<file path="src/hdl/tblt_pkg.sv">
// Package for the timed block list table: action codes, status codes, sizes.
// Used by the channel interfaces, the table RAM wrapper users and the top level.
package tblt_pkg;

  localparam int unsigned TBLT_CAPACITY = 64;

  localparam int unsigned ID_W   = 32;
  localparam int unsigned TIME_W = 32;
  localparam int unsigned NOW_W  = 31;
  localparam int unsigned ACT_W  = 2;
  localparam int unsigned STAT_W = 3;

  localparam logic [ACT_W-1:0] ACT_ADD_ABS = 2'd0;
  localparam logic [ACT_W-1:0] ACT_ADD_REL = 2'd1;
  localparam logic [ACT_W-1:0] ACT_REMOVE  = 2'd2;
  localparam logic [ACT_W-1:0] ACT_QUERY   = 2'd3;

  localparam logic [STAT_W-1:0] ST_ADDED   = 3'd0;
  localparam logic [STAT_W-1:0] ST_UPDATED = 3'd1;
  localparam logic [STAT_W-1:0] ST_IGNORED = 3'd2;
  localparam logic [STAT_W-1:0] ST_FULL    = 3'd3;
  localparam logic [STAT_W-1:0] ST_FOUND   = 3'd4;
  localparam logic [STAT_W-1:0] ST_ABSENT  = 3'd5;

  // permanent marker for relative adds, and the saturation ceiling
  localparam logic signed [TIME_W-1:0] TIME_PERM_REL = -32'sd1;
  localparam logic signed [TIME_W-1:0] TIME_MAX      = 32'sh7FFF_FFFF;

endpackage

</file>
<file path="src/hdl/tblt_req_if.sv">
// Request channel of the timed block list table: valid/ready plus one item.
// Depends on tblt_pkg for field widths.
interface tblt_req_if import tblt_pkg::*; ();
  logic                     valid;
  logic                     ready;
  logic [ACT_W-1:0]         action;
  logic signed [ID_W-1:0]   entry_id;
  logic signed [TIME_W-1:0] time_value;
  logic [NOW_W-1:0]         current_time;

  modport source (output valid, action, entry_id, time_value, current_time, input ready);
  modport sink   (input valid, action, entry_id, time_value, current_time, output ready);
endinterface

</file>
<file path="src/hdl/tblt_rsp_if.sv">
// Response channel of the timed block list table: valid/ready plus one item.
// Depends on tblt_pkg for field widths.
interface tblt_rsp_if import tblt_pkg::*; ();
  logic              valid;
  logic              ready;
  logic              is_blocked;
  logic [STAT_W-1:0] status;

  modport source (output valid, is_blocked, status, input ready);
  modport sink   (input valid, is_blocked, status, output ready);
endinterface

</file>
<file path="src/hdl/tblt_ram.sv">
// Generic simple dual-port RAM: one write port, one read port, registered read.
// No dependencies.
module tblt_ram #(
  parameter int unsigned WIDTH = 64,
  parameter int unsigned DEPTH = 64,
  localparam int unsigned AW = (DEPTH > 1) ? $clog2(DEPTH) : 1
) (
  input  logic             clk_i,
  input  logic             we_i,
  input  logic [AW-1:0]    waddr_i,
  input  logic [WIDTH-1:0] wdata_i,
  input  logic [AW-1:0]    raddr_i,
  output logic [WIDTH-1:0] rdata_o
);

  logic [WIDTH-1:0] mem_q [DEPTH];

  always_ff @(posedge clk_i) begin
    if (we_i) begin
      mem_q[waddr_i] <= wdata_i;
    end
    rdata_o <= mem_q[raddr_i];
  end

endmodule

</file>
<file path="src/hdl/timed_block_list_table_unit.sv">
// Timed block list table, top level. Depends on tblt_pkg, tblt_req_if, tblt_rsp_if, tblt_ram.
// Sequence: request accept, PREP, TEST, then per table entry visited one RAM read (RD)
//   and one check/write (CHK), then RESP loads the result register.
// Throughput: one item at a time; the next item is accepted once back in IDLE after the result
//   register loads. Set by the single RAM port pair the scan walks.
// Reset: entry count and control clear at once; the table RAM is not cleared.
module timed_block_list_table_unit import tblt_pkg::*; #(
  parameter int unsigned CAPACITY = TBLT_CAPACITY
) (
  input  logic       clk_i,
  input  logic       rst_ni,
  tblt_req_if.sink   req_i,
  tblt_rsp_if.source rsp_o
);

  localparam int unsigned AW    = (CAPACITY > 1) ? $clog2(CAPACITY) : 1;
  localparam int unsigned CNT_W = $clog2(CAPACITY + 1);
  localparam int unsigned ENT_W = ID_W + TIME_W;

  // Sequencer. PREP forms the expiry, TEST drops past-time adds, then RD/CHK
  // walk the table, one entry per RD/CHK pair; RESP hands the item to the output.
  typedef enum logic [5:0] {
    S_IDLE = 6'b000001,
    S_PREP = 6'b000010,
    S_TEST = 6'b000100,
    S_RD   = 6'b001000,
    S_CHK  = 6'b010000,
    S_RESP = 6'b100000
  } state_e;

  state_e state_q, state_d;

  // captured request
  logic [ACT_W-1:0]         act_q;
  logic signed [ID_W-1:0]   id_q;
  logic signed [TIME_W-1:0] tv_q;
  logic [NOW_W-1:0]         now_q;
  logic signed [TIME_W-1:0] exp_q, exp_d;

  // scan pointers: rd walks the table, wr is where kept entries land
  logic [CNT_W-1:0]  rd_q, rd_d, wr_q, wr_d, count_q, count_d;
  logic              copy_q, copy_d;     // id handled, rest only slides down
  logic              blocked_q, blocked_d;
  logic [STAT_W-1:0] status_q, status_d;

  // output register
  logic              out_valid_q, out_valid_d;
  logic              out_blk_q;
  logic [STAT_W-1:0] out_stat_q;
  logic              out_load;

  // RAM port
  logic              ram_we;
  logic [AW-1:0]     ram_waddr;
  logic [ENT_W-1:0]  ram_wdata;
  logic [ENT_W-1:0]  ram_rdata;
  logic signed [ID_W-1:0]   ent_id;
  logic signed [TIME_W-1:0] ent_exp;

  // shared arithmetic
  logic signed [TIME_W:0]   rel_sum;
  logic signed [TIME_W-1:0] now_s;
  logic                     ent_expired;
  logic                     ent_match;

  assign ent_id      = ram_rdata[ENT_W-1:TIME_W];
  assign ent_exp     = ram_rdata[TIME_W-1:0];
  assign now_s       = $signed({1'b0, now_q});
  assign rel_sum     = $signed({tv_q[TIME_W-1], tv_q}) + $signed({2'b00, now_q});
  assign ent_expired = (ent_exp != '0) && (ent_exp < now_s);
  assign ent_match   = (ent_id == id_q);

  assign req_i.ready = (state_q == S_IDLE);
  assign out_load    = (state_q == S_RESP) && (!out_valid_q || rsp_o.ready);

  tblt_ram #(
    .WIDTH (ENT_W),
    .DEPTH (CAPACITY)
  ) u_ram (
    .clk_i   (clk_i),
    .we_i    (ram_we),
    .waddr_i (ram_waddr),
    .wdata_i (ram_wdata),
    .raddr_i (rd_q[AW-1:0]),
    .rdata_o (ram_rdata)
  );

  always_comb begin
    state_d   = state_q;
    exp_d     = exp_q;
    rd_d      = rd_q;
    wr_d      = wr_q;
    count_d   = count_q;
    copy_d    = copy_q;
    blocked_d = blocked_q;
    status_d  = status_q;
    ram_we    = 1'b0;
    ram_waddr = wr_q[AW-1:0];
    ram_wdata = ram_rdata;

    case (state_q)
      S_IDLE: begin
        if (req_i.valid) begin
          state_d = S_PREP;
        end
      end

      S_PREP: begin
        rd_d      = '0;
        wr_d      = '0;
        copy_d    = 1'b0;
        blocked_d = 1'b0;
        status_d  = ST_ABSENT;
        if (act_q == ACT_ADD_REL) begin
          if (tv_q == TIME_PERM_REL) begin
            exp_d = '0;
          end else if (rel_sum > $signed({1'b0, TIME_MAX})) begin
            exp_d = TIME_MAX;
          end else begin
            exp_d = rel_sum[TIME_W-1:0];
          end
        end else begin
          exp_d = tv_q;
        end
        state_d = S_TEST;
      end

      S_TEST: begin
        // a nonzero expiry already in the past is dropped for adds
        if ((act_q == ACT_ADD_ABS || act_q == ACT_ADD_REL) &&
            exp_q != '0 && exp_q < now_s) begin
          status_d = ST_IGNORED;
          state_d  = S_RESP;
        end else begin
          state_d = S_RD;
        end
      end

      S_RD: begin
        if (rd_q == count_q) begin
          // end of table
          state_d = S_RESP;
          if (act_q == ACT_ADD_ABS || act_q == ACT_ADD_REL) begin
            if (count_q == CNT_W'(CAPACITY)) begin
              status_d = ST_FULL;
            end else begin
              ram_we    = 1'b1;
              ram_waddr = count_q[AW-1:0];
              ram_wdata = {id_q, exp_q};
              count_d   = count_q + 1'b1;
              status_d  = ST_ADDED;
            end
          end else begin
            count_d = wr_q;
          end
        end else begin
          state_d = S_CHK;
        end
      end

      S_CHK: begin
        state_d = S_RD;
        if (copy_q) begin
          ram_we = 1'b1;
          rd_d   = rd_q + 1'b1;
          wr_d   = wr_q + 1'b1;
        end else begin
          case (act_q)
            ACT_ADD_ABS, ACT_ADD_REL: begin
              if (ent_match) begin
                ram_we    = 1'b1;
                ram_waddr = rd_q[AW-1:0];
                ram_wdata = {id_q, exp_q};
                status_d  = ST_UPDATED;
                state_d   = S_RESP;
              end else begin
                rd_d = rd_q + 1'b1;
                wr_d = wr_q + 1'b1;
              end
            end
            ACT_REMOVE: begin
              rd_d = rd_q + 1'b1;
              if (ent_match) begin
                status_d = ST_FOUND;
                copy_d   = 1'b1;
              end else begin
                wr_d = wr_q + 1'b1;
              end
            end
            default: begin
              // query: expired entries are squeezed out as the scan passes
              if (ent_expired) begin
                rd_d = rd_q + 1'b1;
              end else begin
                ram_we = (wr_q != rd_q);
                rd_d   = rd_q + 1'b1;
                wr_d   = wr_q + 1'b1;
                if (ent_match) begin
                  blocked_d = 1'b1;
                  status_d  = ST_FOUND;
                  copy_d    = 1'b1;
                  if (wr_q == rd_q) begin
                    state_d = S_RESP;   // no gap, count stays
                  end
                end
              end
            end
          endcase
        end
      end

      S_RESP: begin
        if (out_load) begin
          state_d = S_IDLE;
        end
      end

      default: begin
        state_d = S_IDLE;
      end
    endcase
  end

  always_comb begin
    out_valid_d = out_valid_q;
    if (out_load) begin
      out_valid_d = 1'b1;
    end else if (rsp_o.ready) begin
      out_valid_d = 1'b0;
    end
  end

  always_ff @(posedge clk_i or negedge rst_ni) begin
    if (!rst_ni) begin
      state_q     <= S_IDLE;
      count_q     <= '0;
      rd_q        <= '0;
      wr_q        <= '0;
      copy_q      <= 1'b0;
      out_valid_q <= 1'b0;
    end else begin
      state_q     <= state_d;
      count_q     <= count_d;
      rd_q        <= rd_d;
      wr_q        <= wr_d;
      copy_q      <= copy_d;
      out_valid_q <= out_valid_d;
    end
  end

  // payload registers
  always_ff @(posedge clk_i) begin
    if (req_i.valid && req_i.ready) begin
      act_q <= req_i.action;
      id_q  <= req_i.entry_id;
      tv_q  <= req_i.time_value;
      now_q <= req_i.current_time;
    end
    exp_q     <= exp_d;
    blocked_q <= blocked_d;
    status_q  <= status_d;
    if (out_load) begin
      out_blk_q  <= blocked_q;
      out_stat_q <= status_q;
    end
  end

  assign rsp_o.valid      = out_valid_q;
  assign rsp_o.is_blocked = out_blk_q;
  assign rsp_o.status     = out_stat_q;

`ifndef SYNTHESIS
  a_count_range: assert property (@(posedge clk_i) disable iff (!rst_ni)
    count_q <= CNT_W'(CAPACITY))
    else $error("entry count above capacity");

  a_wr_behind_rd: assert property (@(posedge clk_i) disable iff (!rst_ni)
    (state_q == S_RD || state_q == S_CHK) |-> (wr_q <= rd_q && rd_q <= count_q))
    else $error("scan pointers out of order");

  a_count_step: assert property (@(posedge clk_i) disable iff (!rst_ni)
    (count_q > $past(count_q)) |-> (count_q == $past(count_q) + 1'b1))
    else $error("entry count grew by more than one");

  a_ram_write_state: assert property (@(posedge clk_i) disable iff (!rst_ni)
    ram_we |-> (state_q == S_RD || state_q == S_CHK))
    else $error("table write outside scan");

  a_result_one_shot: assert property (@(posedge clk_i) disable iff (!rst_ni)
    out_load |=> state_q == S_IDLE)
    else $error("sequencer did not return to idle after result");
`endif

endmodule
</file>
<file path="src/flat_wrapper.sv">
// flat-port wrapper written by rule: the top's interface ports become plain ports
module timed_block_list_table_unit_flat import tblt_pkg::*;
#(
  parameter int unsigned CAPACITY = TBLT_CAPACITY
)
  (clk_i, rst_ni, req_i_valid, req_i_action, req_i_entry_id, req_i_time_value, req_i_current_time, req_i_ready, rsp_o_valid, rsp_o_is_blocked, rsp_o_status, rsp_o_ready);
  tblt_req_if req_i_i ();
  tblt_rsp_if rsp_o_i ();
  input  logic clk_i;
  input  logic rst_ni;
  input wire logic [$bits(req_i_i.valid)-1:0] req_i_valid;
  input wire logic [$bits(req_i_i.action)-1:0] req_i_action;
  input wire logic [$bits(req_i_i.entry_id)-1:0] req_i_entry_id;
  input wire logic [$bits(req_i_i.time_value)-1:0] req_i_time_value;
  input wire logic [$bits(req_i_i.current_time)-1:0] req_i_current_time;
  output wire logic [$bits(req_i_i.ready)-1:0] req_i_ready;
  output wire logic [$bits(rsp_o_i.valid)-1:0] rsp_o_valid;
  output wire logic [$bits(rsp_o_i.is_blocked)-1:0] rsp_o_is_blocked;
  output wire logic [$bits(rsp_o_i.status)-1:0] rsp_o_status;
  input wire logic [$bits(rsp_o_i.ready)-1:0] rsp_o_ready;
  assign req_i_i.valid = req_i_valid;
  assign req_i_i.action = req_i_action;
  assign req_i_i.entry_id = req_i_entry_id;
  assign req_i_i.time_value = req_i_time_value;
  assign req_i_i.current_time = req_i_current_time;
  assign req_i_ready = req_i_i.ready;
  assign rsp_o_valid = rsp_o_i.valid;
  assign rsp_o_is_blocked = rsp_o_i.is_blocked;
  assign rsp_o_status = rsp_o_i.status;
  assign rsp_o_i.ready = rsp_o_ready;
  timed_block_list_table_unit #(.CAPACITY(CAPACITY)) u_core (.clk_i(clk_i), .rst_ni(rst_ni), .req_i(req_i_i), .rsp_o(rsp_o_i));
endmodule
</file>
<file path="config.mk">
export PLATFORM = sky130hd
export DESIGN_NAME = timed_block_list_table_unit_flat
export DESIGN_NICKNAME = d
export VERILOG_FILES = /design/src/hdl/tblt_pkg.sv /design/src/hdl/tblt_req_if.sv /design/src/hdl/tblt_rsp_if.sv /design/src/hdl/tblt_ram.sv /design/src/hdl/timed_block_list_table_unit.sv /design/src/flat_wrapper.sv
export SDC_FILE = /design/constraint.sdc
export NUM_CORES = 2
export LEC_CHECK = 0
export BUFFER_PORTS_ARGS = -buffer_cell sky130_fd_sc_hd__buf_2
export CAP_MARGIN = 20
export CORE_ASPECT_RATIO = 2
export CORE_MARGIN = 3
export CORE_UTILIZATION = 55
export DETAILED_ROUTE_END_ITERATION = 8
export PLACE_DENSITY = 0.72
export SLEW_MARGIN = 20
export SYNTH_ARGS = -nofsm -noshare
export SYNTH_HDL_FRONTEND = slang
export SYNTH_HIERARCHICAL = 1
export SYNTH_SLANG_ARGS = --single-unit
</file>
<file path="constraint.sdc">
create_clock -name clk_i -period 7.42 [get_ports clk_i]
set_input_delay 0.371 -clock clk_i [delete_from_list [all_inputs] [get_ports clk_i]]
set_output_delay 0.371 -clock clk_i [all_outputs]
set_load 0.03 [all_outputs]
</file>
==> summary.md <==
| Metric | Value |
|---|---|
| CP max stage delay | 0.95 ns |
| Max Freq | 174.4 MHz |
| DR vias/cell | 6.699 |
| Cell variety after synth | 80 |
| Switch Pwr | 9.740 mW |
| Gate Count Post-Synth | 7798 |
| Status | finished, final reports clean |
| Routed WL | 428900 µm |
| HPWL after detailed placement | 260600 µm |
| CP Capture Type | flop |
| Mapped Nets | 7995 |
| FILL cells | 20390 |
| Starting Density | 55.33% |
| Clock Skew | 0.05122 ns |
| Synth Register Bits | 4326 |
| Post-synth top flop | edfxtp_1 |
| GRT Overall Usage | 27.52% |
| Layout cells sized above 1 | 24.21% |
| # H-tree levels | 5 |
| Avg Cell Area, Syn | 21.53 µm² |
| Switching Fraction | 20.58% |
| Synth area leaders | edfxtp_1, mux4_2, mux2i_1 |
| TritonCTS clock tree | done |
| First-pass GRT wire length | 619800 µm |
| Most frequent CP cell | nand2_1 |
| Routed WL per cell | 34.34 µm |
| Area growth, synth to finish | 11.03% |
| Total power | 47.34 mW |
| HP Class | in2async |
| Drt drc | 0 |
| Setup TNS | 0 ns |
| Logic pwr share | 3.5% |
| Clock tree root buffer cell | clkbuf_16 |
| GRT Residual Overflow | 0 |
| Crit path DAT | 6.29 ns |
| Die H | 787.4 µm |
| Fin. max-slew vios | 0 |
| Clk pin slew, worst setup/hold paths | 0.07 ns |
| CP cell instances | xnor2_1 > nand4_1 > nor4_1 > and3b_1 > inv_1 > nor3_1 > a22oi_1 > nand2_1 > nand2_1 > or3_1 > nor2_4 > buf_12 |
| Pin count of the biggest net entering global routing | 124 |
| CTS buffer count | 342 |
| Clock share of power | 39.7% |
| Worst-path fanout max | 37 |
| Cell Pwr Density | 253.9 nW/µm² |
| Final Hold Fails | 0 |
| TritonCTS sink count | 4326 |
| Worst VDD drop | 0.2245 mV |
| Chip width | 396.7 µm |
| Worst-Skew Late Latency | 0.92 ns |
| CP max-delay cell | nor2_4 |
| Die ar. | 312300 µm² |
| Iter 0 DRT Violations | 10360 |
| Drt pass-1 iters | 8 |
| Startpoint Class | flop |
| Std cell rows | 286 |
| Final antenna-violating net count | 0 |
| # nets final | 8339 |
| Core ar. | 303500 µm² |
| Leakage | 56.35 nW |
| Cell taking the most area after synthesis | edfxtp_1 |
| RSZ-0062 raised after global routing | false |
| Top cell type's share of synthesized area | 75.71% |
| Setup Crit Path Kind | reg2reg |
| Synthesized area | 167900 µm² |
| CTS max path bufs | 4 |
| Post-synth EDFFs | 4233 |
| Period minus WS final | 5.732 ns |
| # port buffers | 106 |
| Number of global-route vias before repair | 84400 |
| # resized after CTS | 0 |
| GPL Wtd Cong | 0.9578 |
| Setup violation total in the final timing report | 0 |
| Slew headroom | 13.35% |
| Boundary Pins | 107 |
| Tightest Pin Transition | 1.288 ns |
| Ys async rst share | 0.6704% |
| Period utilization | 77.26% |
| Via count | 83680 |
| Crit path required time | 7.98 ns |
| Cell internal pwr | 37.60 mW |
| Sequential area share after synthesis | 76.90% |
| Max-Cap Viols | 0 |
| Yosys synthesis warning count | 6 |
| Seq pwr share | 56.8% |
| Initial antenna violation count | 22 |
area by class of cell:
class,instances,area [µm²],area share [%]
clock inverters,211,2288,1.228
clock buffers,410,9055,4.857
flip-flops and latches,4326,129100,69.27
well taps,4032,5045,2.706
inverters,56,210.2,0.1128
multi-input cells,2983,37050,19.87
repair buffers,433,3536,1.897
diodes,40,100.1,0.05369
cell families (layout without fill, tap and decap cells):
logic type               after synthesis  in the layout  share of synthesized area [%]
buffers and inverters                489           1110                          1.440
adder cells (fa/ha/maj)               96             96                         0.7199
flip-flops                          4326           4326                          76.90
XOR/XNOR                              75             75                         0.3912
other                                  0             40                              0
AO/OA/AOI/OAI                        636            636                          2.642
AND/OR/NAND/NOR                      932            932                          2.762
multiplexers                        1244           1244                          15.14
cell usage after synthesis (4+ instances only):
library cell	number
edfxtp_1	4233
mux4_2	1024
nand2_1	246
nand3_1	202
clkbuf_1	189
mux2i_1	156
nor2_1	155
buf_2	153
a22oi_1	134
nand4_1	112
ha_1	95
o22ai_1	85
dfxtp_1	64
or3_1	59
a21oi_1	57
xnor2_1	57
o21a_1	56
inv_1	55
a31oi_1	51
o21ai_1	46
mux2_2	43
o21ai_0	40
buf_4	38
buf_6	33
a221o_1	32
nor4_1	32
o221ai_1	30
dfrtp_1	28
a21o_1	26
a211oi_1	25
nor2b_1	25
and3_1	22
mux2_4	21
buf_1	19
xor2_1	18
nand2b_1	13
or2_2	13
nor3_1	11
nand3b_1	9
o211ai_1	8
o31ai_1	8
or4_1	7
and2_1	5
and4_1	4
o21bai_1	4
timing repair:
action	CTS	global route
hold endpoints to repair	133	0
buffers inserted	0	0
hold buffers	100	0
flip-flops by register name, indices dropped and copies added, names as in the netlist:
| register | flops |
|---|---|
| u_core/tv_q | 32 |
| u_core/act_q | 2 |
| u_core/u_ram/mem_q | 4096 |
| u_core/rsp_o.valid | 1 |
| u_core/now_q | 31 |
| u_core/rsp_o.status | 3 |
| u_core/id_q | 32 |
| u_core/copy_q | 1 |
| u_core/wr_q | 7 |
| u_core/exp_q | 32 |
| u_core/rsp_o.is_blocked | 1 |
| u_core/state_q | 6 |
| u_core/u_ram/rdata_o | 64 |
| u_core/status_q | 3 |
| u_core/count_q | 7 |
| u_core/blocked_q | 1 |
| u_core/rd_q | 7 |
critical path, delay by kind of cell, from the launching register on:
kind,cells,cell delay (ns)
AND/OR/NAND/NOR,8,3.70
XOR/XNOR,1,0.59
buffers and inverters,2,0.46
flip-flops,1,0.42
AO/OA/AOI/OAI,1,0.15
cells in the final DEF, fill, tap and decap left out, drive strengths merged, types with 71 or more instances in the layout:
master,synthesis,final
mux4,1024,1024
clkinv,1,131
nand3,202,202
nor2,155,155
inv,55,71
nand4,112,112
dlygate4sd3,0,100
buf,243,333
nand2,246,246
edfxtp,4233,4233
a22oi,134,134
ha,95,95
mux2i,156,156
o21ai,86,86
o22ai,85,85
clkbuf,190,410
final timing paths:
path,endpoint,slack [ns],cells after the start,from
setup / recovery,u_core/u_ram/mem_q[34][31],1.69,12,u_core/id_q[31]
hold / removal,u_core/wr_q[5],0.12,2,rst_ni
setup reg to reg,u_core/u_ram/mem_q[34][31],1.69,12,u_core/id_q[31]
hold reg to reg,u_core/rsp_o.status[0],0.43,0,u_core/status_q[0]
max in group asynchronous,u_core/rd_q[3],6.71,2,rst_ni
min in group clk_i,u_core/tv_q[7],0.19,2,req_i_time_value[7]
routing by layer:
layer | vias to the layer above | GRT usage [%] | part of all wire (%)
li1 | 33500 | - | -
met3 | 833 | 3.827 | 8.5
met4 | 6 | 11.22 | 4.8
met2 | 4801 | 47.53 | 52
met5 | - | 0 | 0.0093
met1 | 44540 | 35.37 | 34
power by group through the flow:
stage / clock, mW / combinational (mW) / sequential, mW
floorplan: 0 / 1.04 / 27.4
global placement: 0 / 1.55 / 27.4
detailed placement: 0 / 1.57 / 27.4
CTS: 19.0 / 1.62 / 26.9
global route: 19.8 / 1.77 / 26.9
finish: 18.8 / 1.65 / 26.9
per-stage QoR:
stage	hold WS (ns)	setup WS (ns)	std cells	utilization (%)	instance area, µm²
6_report	0.1230	1.688	12490	61.43	186400
5_1_grt	0.1558	1.584	12480	61.43	186400
4_1_cts	0.03093	1.789	12450	61.38	186300
3_5_place_dp	0.4191	1.886	11730	57.32	173900
3_3_place_gp	0.4309	1.903	11730	57.31	173900
2_1_floorplan	0.07541	0.9416	7798	-	167900
(Power assumes the default switching activity.)
